<file path="src/tsdm_pkg.sv">
`timescale 1ns / 1ps

package tsdm_pkg;

  localparam int unsigned CfgIdxW = 3;
  localparam int unsigned CfgDataW = 16;

  localparam logic [CfgIdxW-1:0] CFG_CRUISE_THROTTLE = 3'd0;
  localparam logic [CfgIdxW-1:0] CFG_NEAR_DISTANCE   = 3'd1;
  localparam logic [CfgIdxW-1:0] CFG_CROSS_HOLD      = 3'd2;
  localparam logic [CfgIdxW-1:0] CFG_RING_HOLD       = 3'd3;
  localparam logic [CfgIdxW-1:0] CFG_SIGN_LOSS       = 3'd4;

  localparam logic OP_FRAME = 1'b0;
  localparam logic OP_TICK  = 1'b1;

  localparam logic [1:0] COLOR_OTHER  = 2'd0;
  localparam logic [1:0] COLOR_RED    = 2'd1;
  localparam logic [1:0] COLOR_YELLOW = 2'd2;
  localparam logic [1:0] COLOR_GREEN  = 2'd3;

  localparam logic [1:0] KIND_NONE  = 2'd0;
  localparam logic [1:0] KIND_CROSS = 2'd1;
  localparam logic [1:0] KIND_RING  = 2'd2;
  localparam logic [1:0] KIND_OTHER = 2'd3;

  localparam logic [7:0] SECS_MAX = 8'd255;

  typedef enum logic [3:0] {
    MODE_DRIVE        = 4'd0,
    MODE_CROSS_BEFORE = 4'd1,
    MODE_CROSS_NOW    = 4'd2,
    MODE_RING_BEFORE  = 4'd3,
    MODE_RING_NOW     = 4'd4,
    MODE_RED_BEFORE   = 4'd5,
    MODE_RED_NOW      = 4'd6,
    MODE_YEL_BEFORE   = 4'd7,
    MODE_YEL_NOW      = 4'd8,
    MODE_GRN_BEFORE   = 4'd9,
    MODE_GRN_NOW      = 4'd10
  } mode_t;

  typedef struct packed {
    logic        op;
    logic        light_seen;
    logic [1:0]  light_color;
    logic [15:0] light_range;
    logic        sign_seen;
    logic [1:0]  sign_kind;
    logic [15:0] sign_range;
  } item_t;

  typedef struct packed {
    logic [15:0] cruise_throttle;
    logic [15:0] near_distance;
    logic [7:0]  cross_hold_secs;
    logic [7:0]  ring_hold_secs;
    logic [7:0]  sign_loss_secs;
  } cfg_t;

  typedef struct packed {
    mode_t       mode;
    logic [15:0] throttle;
    logic        light_active;
    logic        cross_hold_run;
    logic [7:0]  cross_hold_cnt;
    logic        ring_hold_run;
    logic [7:0]  ring_hold_cnt;
    logic        cross_miss_run;
    logic [7:0]  cross_miss_cnt;
    logic        ring_miss_run;
    logic [7:0]  ring_miss_cnt;
  } state_t;

  // handshake status between the input stage and the state stage
  typedef struct packed {
    logic valid;
    logic fire;
  } stage_ctl_t;

  function automatic logic [7:0] sat_inc(input logic [7:0] c);
    sat_inc = (c == SECS_MAX) ? SECS_MAX : c + 8'd1;
  endfunction

endpackage

</file>
<file path="src/tsdm_in_stage.sv">
`timescale 1ns / 1ps

module tsdm_in_stage import tsdm_pkg::*; (
  input  logic       clk,
  input  logic       rst_n,
  input  logic       in_valid,
  output logic       in_stall,
  input  item_t      in_item,
  input  logic       advance,
  output item_t      item,
  output stage_ctl_t ctl
);

  logic  valid_r, valid_nxt;
  item_t item_r;
  logic  accept;

  assign in_stall = valid_r && !advance;
  assign accept   = in_valid && !in_stall;

  always_comb begin
    valid_nxt = valid_r;
    if (accept) begin
      valid_nxt = 1'b1;
    end else if (advance) begin
      valid_nxt = 1'b0;
    end
  end

  always_ff @(posedge clk) begin
    if (!rst_n) begin
      valid_r <= 1'b0;
    end else begin
      valid_r <= valid_nxt;
    end
  end

  always_ff @(posedge clk) begin
    if (accept) begin
      item_r <= in_item;
    end
  end

  assign item      = item_r;
  assign ctl.valid = valid_r;
  assign ctl.fire  = valid_r && advance;

endmodule

</file>
<file path="src/tsdm_decide.sv">
`timescale 1ns / 1ps

module tsdm_decide import tsdm_pkg::*; (
  input  item_t  item,
  input  cfg_t   cfg,
  input  state_t cur,
  output state_t nxt
);

  logic   near_light;
  logic   near_sign;
  logic   done;
  mode_t  m1;
  state_t n;

  assign near_light = item.light_range < cfg.near_distance;
  assign near_sign  = item.sign_range < cfg.near_distance;

  always_comb begin
    n    = cur;
    done = 1'b0;
    m1   = cur.mode;
    if (item.op == OP_TICK) begin
      if (cur.cross_hold_run) n.cross_hold_cnt = sat_inc(cur.cross_hold_cnt);
      if (cur.ring_hold_run)  n.ring_hold_cnt  = sat_inc(cur.ring_hold_cnt);
      if (cur.cross_miss_run) n.cross_miss_cnt = sat_inc(cur.cross_miss_cnt);
      if (cur.ring_miss_run)  n.ring_miss_cnt  = sat_inc(cur.ring_miss_cnt);
    end else begin
      if (item.light_seen) begin
        n.light_active = 1'b1;
        case (item.light_color)
          COLOR_RED:    n.mode = near_light ? MODE_RED_NOW : MODE_RED_BEFORE;
          COLOR_YELLOW: n.mode = near_light ? MODE_YEL_NOW : MODE_YEL_BEFORE;
          COLOR_GREEN:  n.mode = near_light ? MODE_GRN_NOW : MODE_GRN_BEFORE;
          default:      n.light_active = 1'b0;
        endcase
        // light modes reapply their throttle even when the color is unknown
        case (n.mode)
          MODE_RED_NOW, MODE_YEL_NOW: n.throttle = '0;
          MODE_RED_BEFORE, MODE_YEL_BEFORE, MODE_GRN_BEFORE, MODE_GRN_NOW:
            n.throttle = cfg.cruise_throttle;
          default: ;
        endcase
        done = n.light_active;
      end

      if (!done) begin
        if (item.sign_seen) begin
          case (n.mode)
            MODE_DRIVE: begin
              if (item.sign_kind == KIND_CROSS) begin
                m1 = MODE_CROSS_BEFORE;
              end else if (item.sign_kind == KIND_RING) begin
                m1 = MODE_RING_BEFORE;
              end else begin
                m1 = MODE_DRIVE;
              end
            end
            MODE_CROSS_BEFORE:
              m1 = (item.sign_kind == KIND_CROSS && near_sign) ? MODE_CROSS_NOW
                                                               : MODE_CROSS_BEFORE;
            MODE_RING_BEFORE:
              m1 = (item.sign_kind == KIND_RING && near_sign) ? MODE_RING_NOW
                                                              : MODE_RING_BEFORE;
            MODE_CROSS_NOW: m1 = MODE_CROSS_NOW;
            MODE_RING_NOW:  m1 = MODE_RING_NOW;
            default:        m1 = MODE_DRIVE;
          endcase
          n.mode = m1;

          case (m1)
            MODE_CROSS_BEFORE: begin
              if (item.sign_kind == KIND_CROSS) begin
                n.cross_miss_run = 1'b0;
              end else if (!n.cross_miss_run) begin
                n.cross_miss_run = 1'b1;
                n.cross_miss_cnt = '0;
              end else if (n.cross_miss_cnt > cfg.sign_loss_secs) begin
                n.cross_miss_run = 1'b0;
                n.mode           = MODE_DRIVE;
              end
              n.throttle = cfg.cruise_throttle;
            end
            MODE_CROSS_NOW: begin
              if (!n.cross_hold_run) begin
                n.cross_hold_run = 1'b1;
                n.cross_hold_cnt = '0;
                n.throttle       = {1'b0, cfg.cruise_throttle[15:1]};
              end else if (n.cross_hold_cnt >= cfg.cross_hold_secs) begin
                n.mode           = MODE_DRIVE;
                n.cross_hold_run = 1'b0;
              end
            end
            MODE_RING_BEFORE: begin
              if (item.sign_kind == KIND_RING) begin
                n.ring_miss_run = 1'b0;
              end else if (!n.ring_miss_run) begin
                n.ring_miss_run = 1'b1;
                n.ring_miss_cnt = '0;
              end else if (n.ring_miss_cnt > cfg.sign_loss_secs) begin
                n.ring_miss_run = 1'b0;
                n.mode          = MODE_DRIVE;
              end
              n.throttle = cfg.cruise_throttle;
            end
            MODE_RING_NOW: begin
              if (!n.ring_hold_run) begin
                n.ring_hold_run = 1'b1;
                n.ring_hold_cnt = '0;
                n.throttle      = cfg.cruise_throttle;
              end else if (n.ring_hold_cnt >= cfg.ring_hold_secs) begin
                n.mode          = MODE_DRIVE;
                n.ring_hold_run = 1'b0;
              end
            end
            default: n.throttle = cfg.cruise_throttle;
          endcase
        end else begin
          n.throttle = cfg.cruise_throttle;
        end
      end
    end
  end

  assign nxt = n;

endmodule

</file>
<file path="src/traffic_sign_drive_mode_fsm.sv">
`timescale 1ns / 1ps
// Channel  Direction  Handshake             Payload
// in       input      in_valid / in_stall   in_op, in_light_*, in_sign_*
// out      output     out_valid / out_stall out_mode, out_throttle
// cfg      input      cfg_we (no wait)      cfg_idx, cfg_wdata
//
// One transaction per cycle sustained while out_stall is low; the result passes
// through the input register, then the state register, and out_valid is raised
// when the state register is loaded.
// The state register doubles as the result register: it is loaded only when
// the previous result has been taken or is being taken in the same cycle.
// rst_n is synchronous: mode returns to driving, all timers stop, and the
// configuration registers take their defaults.
// A stalled output holds the input register, which then raises in_stall.

module traffic_sign_drive_mode_fsm import tsdm_pkg::*; (
  input  logic                clk,
  input  logic                rst_n,
  input  logic                in_valid,
  output logic                in_stall,
  input  logic                in_op,
  input  logic                in_light_seen,
  input  logic [1:0]          in_light_color,
  input  logic [15:0]         in_light_range,
  input  logic                in_sign_seen,
  input  logic [1:0]          in_sign_kind,
  input  logic [15:0]         in_sign_range,
  output logic                out_valid,
  input  logic                out_stall,
  output logic [3:0]          out_mode,
  output logic [15:0]         out_throttle,
  input  logic                cfg_we,
  input  logic [CfgIdxW-1:0]  cfg_idx,
  input  logic [CfgDataW-1:0] cfg_wdata
);

  item_t      in_item;
  item_t      s1_item;
  stage_ctl_t s1_ctl;
  logic       advance;
  cfg_t       cfg_r;
  state_t     state_r, state_nxt;
  logic       out_valid_r, out_valid_nxt;

  assign in_item.op          = in_op;
  assign in_item.light_seen  = in_light_seen;
  assign in_item.light_color = in_light_color;
  assign in_item.light_range = in_light_range;
  assign in_item.sign_seen   = in_sign_seen;
  assign in_item.sign_kind   = in_sign_kind;
  assign in_item.sign_range  = in_sign_range;

  assign advance = !out_valid_r || !out_stall;

  tsdm_in_stage u_in_stage (
    .clk      (clk),
    .rst_n    (rst_n),
    .in_valid (in_valid),
    .in_stall (in_stall),
    .in_item  (in_item),
    .advance  (advance),
    .item     (s1_item),
    .ctl      (s1_ctl)
  );

  tsdm_decide u_decide (
    .item (s1_item),
    .cfg  (cfg_r),
    .cur  (state_r),
    .nxt  (state_nxt)
  );

  always_ff @(posedge clk) begin
    if (!rst_n) begin
      cfg_r.cruise_throttle <= 16'd0;
      cfg_r.near_distance   <= 16'd768;
      cfg_r.cross_hold_secs <= 8'd3;
      cfg_r.ring_hold_secs  <= 8'd5;
      cfg_r.sign_loss_secs  <= 8'd10;
    end else if (cfg_we) begin
      case (cfg_idx)
        CFG_CRUISE_THROTTLE: cfg_r.cruise_throttle <= cfg_wdata;
        CFG_NEAR_DISTANCE:   cfg_r.near_distance   <= cfg_wdata;
        CFG_CROSS_HOLD:      cfg_r.cross_hold_secs <= cfg_wdata[7:0];
        CFG_RING_HOLD:       cfg_r.ring_hold_secs  <= cfg_wdata[7:0];
        CFG_SIGN_LOSS:       cfg_r.sign_loss_secs  <= cfg_wdata[7:0];
        default: ;
      endcase
    end
  end

  always_comb begin
    out_valid_nxt = out_valid_r;
    if (s1_ctl.fire) begin
      out_valid_nxt = 1'b1;
    end else if (!out_stall) begin
      out_valid_nxt = 1'b0;
    end
  end

  always_ff @(posedge clk) begin
    if (!rst_n) begin
      out_valid_r <= 1'b0;
      state_r     <= '0;
    end else begin
      out_valid_r <= out_valid_nxt;
      if (s1_ctl.fire) begin
        state_r <= state_nxt;
      end
    end
  end

  assign out_valid    = out_valid_r;
  assign out_mode     = state_r.mode;
  assign out_throttle = state_r.throttle;

  a_stall_needs_item: assert property (@(posedge clk) disable iff (!rst_n)
    in_stall |-> s1_ctl.valid)
    else $error("input stalled with an empty input register");

  a_fire_gives_result: assert property (@(posedge clk) disable iff (!rst_n)
    s1_ctl.fire |=> out_valid)
    else $error("processed transaction produced no result");

  a_state_holds_while_stalled: assert property (@(posedge clk) disable iff (!rst_n)
    (out_valid && out_stall) |=> $stable(state_r))
    else $error("state changed while the result was stalled");

  a_tick_keeps_mode: assert property (@(posedge clk) disable iff (!rst_n)
    (s1_ctl.fire && s1_item.op == OP_TICK) |=>
      (state_r.mode == $past(state_r.mode) && state_r.throttle == $past(state_r.throttle)))
    else $error("tick changed mode or throttle");

  a_tick_count_monotonic: assert property (@(posedge clk) disable iff (!rst_n)
    (s1_ctl.fire && s1_item.op == OP_TICK && state_r.cross_miss_run) |=>
      state_r.cross_miss_cnt >= $past(state_r.cross_miss_cnt))
    else $error("sign loss count went down on a tick");

endmodule
</file>
<file path="config.mk">
export PLATFORM = sky130hd
export DESIGN_NAME = traffic_sign_drive_mode_fsm
export DESIGN_NICKNAME = d
export VERILOG_FILES = /design/src/tsdm_pkg.sv /design/src/tsdm_in_stage.sv /design/src/tsdm_decide.sv /design/src/traffic_sign_drive_mode_fsm.sv
export SDC_FILE = /design/constraint.sdc
export NUM_CORES = 1
export LEC_CHECK = 0
export ABC_AREA = 1
export BUFFER_PORTS_ARGS = -buffer_cell sky130_fd_sc_hd__buf_2
export CORE_AREA = 5 5 137 139
export DETAILED_ROUTE_END_ITERATION = 10
export DIE_AREA = 0 0 142 144
export GPL_ROUTABILITY_DRIVEN = 0
export PLACE_DENSITY = 0.87
export SETUP_SLACK_MARGIN = 0.3
export SLEW_MARGIN = 20
export SYNTH_ARGS = -nofsm -noshare
export SYNTH_HDL_FRONTEND = slang
export SYNTH_SLANG_ARGS = --single-unit
</file>
<file path="constraint.sdc">
create_clock -name clk -period 2.6 [get_ports clk]
set_input_delay 0.78 -clock clk [delete_from_list [all_inputs] [get_ports clk]]
set_output_delay 0.78 -clock clk [all_outputs]
set_load 0.1 [all_outputs]
</file>
Word level (Yosys, flattened, before mapping)
Index checks and enable logic that the tools add are counted.

Output and inout port bits: 22. Bits in registers: 153. Logic and storage cells: 185. Input bits: 63.

$add $sub $neg: 4. Eq/ne operators: 39. Reductions and logical operators: 35. Bitwise gates (word level): 2. Magnitude comparators: 6. Multiplexer cells: 75.

Operator list (count): 2-to-1 mux 8 bit (19); 2-to-1 mux 4 bit (18); 2-to-1 mux 35 bit (2); one-hot mux 16 bit (2 select lines) (2); 2-to-1 mux 16 bit (3); 2-to-1 mux 21 bit (2); adder 8 x 1 -> 8 bit, second input constant (4); == test 8 bit, second input constant (4); < comparator 16 bit (2); 2-to-1 mux 9 bit (3); == test 4 x 3 -> 1 bit, second input constant (5); 2-to-1 mux 20 bit (1); one-hot mux 4 bit (5 select lines) (1); AND reduction 5 bit (4); 2-to-1 mux 1 bit (17); == test 4 x 2 -> 1 bit, second input constant (4); >= comparator 8 bit (2); greater-than comparator 8 bit (2); one-hot mux 4 bit (4 select lines) (1); != test 2 bit, second input constant (7); AND reduction 7 bit (2); == test 4 bit, second input constant (3); one-hot mux 4 bit (3 select lines) (1); AND reduction 2 bit (6); other kinds (20) (46).

Depth between registers and ports, before layout
Word-level depth: 21. Depth in mapped cells: 27. Gate-level depth less buffers: 27.

Modules after synthesis
Synthesis repeated with hierarchy kept, for this count alone.

Cells, all modules: 1510. Area total of the unflattened synthesis: 10293.6 um^2.

By module, submodules not included: tsdm_decide (seq. area each 0.0 um^2, cells an instance 862, instances 1, area an instance 4650.7 um^2); traffic_sign_drive_mode_fsm (seq. area each 2282.2 um^2, cells an instance 598, instances 1, area an instance 4404.2 um^2); tsdm_in_stage (seq. area each 1191.1 um^2, cells an instance 50, instances 1, area an instance 1238.7 um^2).

Worst setup path after synthesis
Ideal clock, no wire load.

Path kind: flip-flop to flip-flop. From: register out_valid_r (netlist: out_valid). To: register u_in_stage.item_r, in the netlist u_in_stage.item[0], enable pin. Library setup time: 0.434 ns. Clock period less this slack: 3.617 ns. Cell stages (with the launch flop): 6. Buffers on the path: 0. Required time: 2.166 ns. Arrival time: 3.183 ns. Setup slack: -1.017 ns. Path through: dfxtp_1 -> nand2_1 -> nor2_1 -> inv_1 -> nand2_1 -> inv_1.

Cells in the longest elaborated chain, start to end: 6.

Ends and longest elaborated chain: start: declaration (line traffic_sign_drive_mode_fsm.sv:43) `logic out_valid_r, out_valid_nxt;`; start signal: assignment (line traffic_sign_drive_mode_fsm.sv:106) `out_valid_r <= out_valid_nxt;`; zero test 1 bit (line traffic_sign_drive_mode_fsm.sv:53) `assign advance = !out_valid_r || !out_stall;`; logical OR 1 bit (line traffic_sign_drive_mode_fsm.sv:53); zero test 1 bit (line tsdm_in_stage.sv:18) `assign in_stall = valid_r && !advance;`; logical AND 1 bit (line tsdm_in_stage.sv:18); net in_stall (line traffic_sign_drive_mode_fsm.sv:20) `output logic in_stall,`; zero test 1 bit (line tsdm_in_stage.sv:19) `assign accept = in_valid && !in_stall;`; logical AND 1 bit (line tsdm_in_stage.sv:19); net u_in_stage.accept (line tsdm_in_stage.sv:16) `logic accept;`; end signal: assignment (line tsdm_in_stage.sv:40) `item_r <= in_item;`; end: declaration (line tsdm_in_stage.sv:15) `item_t item_r;`.

The timed path passes the listed nets, and every way through them passes these cells. A chain may end at the register's enable or synchronous reset.

Final worst setup path
From: register u_in_stage.item_r, in the netlist u_in_stage.item[28]. To: register state_r[34] (netlist name).

Cells in the longest elaborated chain, start to end: 15. Elaborated cells on any way between the ends: 21. Classes of those cells: 1 x order compare; 5 x eq/ne; 12 x mux; 3 x reduce/logical.

Ends and longest elaborated chain: < comparator 16 bit * (line tsdm_decide.sv:16) `assign near_light = item.light_range < cfg.near_distance;`; 2-to-1 mux 2 bit or 2-to-1 mux 4 bit (tied branches) (line tsdm_decide.sv:32, tsdm_decide.sv:34, tsdm_decide.sv:33); one-hot mux 4 bit (3 select lines) * (line tsdm_decide.sv:31) `case (item.light_color)`; 2-to-1 mux 4 bit * (line tsdm_decide.sv:29) `if (item.light_seen) begin`; 2-to-1 mux 4 bit * (line tsdm_decide.sv:23) `if (item.op == OP_TICK) begin`; 2-to-1 mux 21 bit * (line tsdm_decide.sv:29); 2-to-1 mux 21 bit * (line tsdm_decide.sv:23); == test 4 x 3 -> 1 bit (tied with other cells) (line tsdm_decide.sv:49) `case (n.mode)`; one-hot mux 4 bit (5 select lines) * (line tsdm_decide.sv:49); 2-to-1 mux 4 bit * (line tsdm_decide.sv:48) `if (item.sign_seen) begin`; 2-to-1 mux 4 bit * (line tsdm_decide.sv:47) `if (!done) begin`; 2-to-1 mux 4 bit * (line tsdm_decide.sv:23); == test 4 x 2 -> 1 bit * (line tsdm_decide.sv:71) `case (m1)`; nonzero test 2 bit (no source line) *; AND reduction 6 bit (no source line) *; end signal: assignment (line traffic_sign_drive_mode_fsm.sv:108) `state_r <= state_nxt;`; end: declaration (line traffic_sign_drive_mode_fsm.sv:42) `state_t state_r, state_nxt;`.

Every way passes the cells marked *; elsewhere a longest branch is shown, timed or not. The select of a mux whose other input is x is not followed.

==> metrics.md <==
| Metric | Value |
|---|---|
| Status | complete, but fails checks |
| Failing checks | negative setup slack |
| Layout Skew | roughly 0.015 ns |
| Starting density of the core | 53.4% |
| Pre-CTS WS | -0.240 ns |
| Sequential fraction of the synthesis area | 36.9% |
| DR vias | 9746 |
| DIE WIDTH | 142 um |
| Slew headroom | 40.0% |
| Die Footprint | between 20000 and 25000 um^2 |
| Drt drc | 0 |
| Total power | 6.39 mW |
| Initial DRT Pass Iterations | 6 |
| Buffers on Ports | 84 |
| Nets | between 1500 and 2000 |
| Synth area leaders | dfxtp_1, edfxtp_1, nand2_1 |
| First-pass GRT wire length | 42500 um |
| F_max | 0.316 GHz |
| Slowest Stage Delay on Critical Path | approximately 0.44 ns |
| Sw power | 1.98 mW |
| Period minus WS final | roughly 3.2 ns |
| CP Data Required Time | slightly below 3 ns |
| Post-synth EDFFs | 39 |
| Slowest-stage cell, CP | edfxtp_1 |
| Seq pwr share | 40.6% |
| #FFs+latches synth | 153 |
| Detail Placement HPWL | 17400 um |
| Number of global-route vias before repair | a little under 9000 |
| CP cell instances | ha_4, nand2_2, inv_2, o21ai_2, a21oi_2, nor2_2, nand2_4, nand2_4, nand2_4, nand2_4, nand2_4, nor2_4, nand3_4, nand2_4, nor2_4, nor2_8, nand3_4, o21ai_4, nand2_4, clkinv_4, nand2_2, nand2_1, nor2_1 |
| RSZ-0062 raised after global routing | yes |
| Min Hold Slack | 0.467 ns |
| Row cnt | 49 |
| Antenna viol nets, final | 0 |
| Iteration-0 DRC Markers | 1352 |
| Worst-path fanout max | 6 |
| Area leader, netlist | dfxtp_1 |
| Worst R2R Setup Slack | -0.56 ns |
| Hold Path Depth | 2 |
| I/O Pins | 85 |
| Ratio of cells with drive above 1 in the final layout | 27.0% |
| WL final | 29500 um |
| Syn-to-layout area delta | 25.3% |
| RR Startpoint | u_in_stage.item[28]$_DFFE_PP_ |
| Clock Latency Late Sink | 0.44 ns |
| R2R Path End | state_r[34]$_SDFFE_PN0P_ |
| Power per cell area | 545 nW/um^2 |
| CTS sink cnt | 153 |
| Cells on worst reg2reg path | 23 |
| Synth async-reset ratio | 0% |
| Max Slew Vio Count | 0 |
| Antenna Cells | 0 |
| Setup TNS | -22.48 ns |
| Cells after Synth | around 1300 |
| Hold Vio Cnt, Final | 0 |
| Critical Path Start Type | flip-flop |
| GRT Total Usage | 25.7% |
| Critical path capture point type | flip-flop |
| Clock transition at the registers of the reported paths | ~0.07 ns |
| Final Cycle Share | 122% |
| Netlist cell types | 46 |
| CTS tree | yes |
| Crit path arrival time | 3.50 ns |
| Share of the synthesized area in the top cell type | 24.4% |
| Worst Hold End | cfg_r[21]$_SDFFE_PN0P_ |
| Total core area | around 18000 um^2 |
| Buf+Inv Stages, Crit Path | 2 |
| Maxcap violations | 0 |
| Global route overflow | 0 |
| Internal power | 4.41 mW |
| Max IR drop VDD | 0.000541 V |
| Synth warn | 0 |
| Clk buf depth | 2 |
| Setup WS post-layout | -0.561 ns |
| Antenna violations before repair | 2 |
| Inserted Clock Buffers | 17 |
| H-tree depth | 4 |
| Hold Startpoint | cfg_r[21]$_SDFFE_PN0P_ |
| Power share of the combinational group | around 18% |
| Sw Ratio | 31.0% |
| Critical path's most frequent cell | nand2_4 |
| Leak Pwr | 5.07 nW |
| DR WL/cell | 18.1 um |
| Clock root buffer master | clkbuf_16 |
| Ys flop type | dfxtp_1 |
| Power share of the clock group | 41.2% |
| Crit-path leading delay family | simple AND/OR/NAND/NOR gates |
| Setup violators final | 55 |
| Worst Hold Class | flip-flop to flip-flop |
| Largest net degree at the start of global routing | 73 |
| Critical path class | flip-flop to flip-flop |
| Mapped Nets | 1405 |
| Vias per Instance | roughly 6.0 |
| Mapped Area | between 9000 and 10000 um^2 |
| Worst slew pin tran | 0.889 ns |
| Die height | 144 um |
| Layout Utilization | 66.9% |
| Mean Syn Cell Area | 7.35 um^2 |
[layout make-up]
class | count | area [um^2]
fill | 1241 | 5800
tap | 229 | 287
clock inverter | 15 | 178
timing repair inverter | 1 | 6.26
clock buffer | 17 | 425
timing repair buffer | 156 | 1150
inverter | 158 | 604
multi-input combinational | 897 | 5630
sequential | 153 | 3450
[synth_stat cells (all sizes together), types with 22 or more instances]
library cell,number
a21oi,123
buf,34
clkbuf,34
dfxtp,114
edfxtp,39
ha,69
inv,152
nand2,274
nand3,98
nand4,22
nor2,111
nor3,22
o211ai,26
o21ai,90
[cells by family after synthesis]
logic type	Yosys count	share of synthesized area (%)
compound gates	270	16.6
xor+xnor	11	1.03
fa+ha+maj	69	9.22
buf+inv	226	10.3
flops	153	36.9
simple gates	544	25.9
[flip-flops by register name, summed over array words and instances (netlist names)]
signal / flops
u_in_stage.item: 39
cfg_r: 56
out_valid: 1
out_throttle: 16
state_r: 36
out_mode: 4
u_in_stage.valid_r: 1
[layout by cell type, fill, tap and decap left out, types with 26 or more instances in the layout]
| master | Yosys | final |
|---|---|---|
| nand2_1 | 257 | 204 |
| dfxtp_1 | 114 | 113 |
| edfxtp_1 | 39 | 39 |
| nand3_1 | 94 | 87 |
| o21ai_0 | 71 | 67 |
| a21oi_1 | 119 | 101 |
| nand2_2 | 12 | 50 |
| buf_2 | 5 | 84 |
| buf_4 | 23 | 53 |
| ha_1 | 69 | 59 |
| o211ai_1 | 26 | 26 |
| nor2_1 | 104 | 86 |
| inv_1 | 145 | 140 |
[worst register-to-register path, cell delays in order (launching register included)]
cell      delay [ns]
edfxtp_1        0.44
ha_4            0.28
nand2_2         0.06
inv_2           0.04
o21ai_2         0.13
a21oi_2         0.08
nor2_2          0.16
nand2_4         0.10
nand2_4         0.11
nand2_4         0.08
nand2_4         0.09
nand2_4         0.08
nor2_4          0.21
nand3_4         0.15
nand2_4         0.13
nor2_4          0.06
nor2_8          0.21
nand3_4         0.10
o21ai_4         0.12
nand2_4         0.16
clkinv_4        0.10
nand2_2         0.05
nand2_1         0.08
nor2_1          0.05
[through the flow]
step | std cells | area, um^2
after global placement | 1575 | 10300
after floorplan | 1273 | 9450
final | 1626 | 11700
after global routing | 1626 | 11700
after CTS | 1611 | 11100
after detailed placement | 1575 | 10300
[repair_timing]
action | CTS | global route
setup buffers | 1 | 10
resized for setup | 40 | 115
cloned | 3 | 5
hold endpoints to repair | 0 | 0
endpoints found under the setup margin | 55 | 55
hold buffers | 0 | 0
pin swaps | 23 | 75
[worst max-delay path by stage]
stage,cells past startpoint,end,start,slack [ns]
floorplan,20,state_r[6]$_SDFFE_PN0P_,u_in_stage.item[28]$_DFFE_PP_,0.07
detailed placement,22,out_throttle[8]$_SDFFE_PN0P_,u_in_stage.item[22]$_DFFE_PP_,-0.24
global placement,23,out_throttle[14]$_SDFFE_PN0P_,u_in_stage.item[24]$_DFFE_PP_,-0.10
CTS,23,out_throttle[13]$_SDFFE_PN0P_,u_in_stage.item[28]$_DFFE_PP_,-0.22
finish,23,state_r[34]$_SDFFE_PN0P_,u_in_stage.item[28]$_DFFE_PP_,-0.56
global route,24,out_throttle[14]$_SDFFE_PN0P_,u_in_stage.item[28]$_DFFE_PP_,-0.71
[layer usage]
metal / share of wire (%) / vias up / GRT usage (%)
li1: - / 4459 / -
met2: 46 / 642 / 42.1
met4: 5.3 / 4 / 11.4
met3: 11 / 177 / 7.47
met5: 0.092 / - / 0
met1: 37 / 4464 / 31.6
[power by group through the flow]
| stage | clock network, mW | registers (mW) | logic (mW) |
|---|---|---|---|
| CTS | 2.63 | 2.58 | 0.929 |
| floorplan | 0 | 2.62 | 0.600 |
| global route | 2.74 | 2.60 | 1.24 |
| finish | 2.63 | 2.59 | 1.17 |
| detailed placement | 0 | 2.63 | 0.872 |
| global placement | 0 | 2.63 | 0.843 |
No activity file was read; power rests on OpenSTA's default activity.
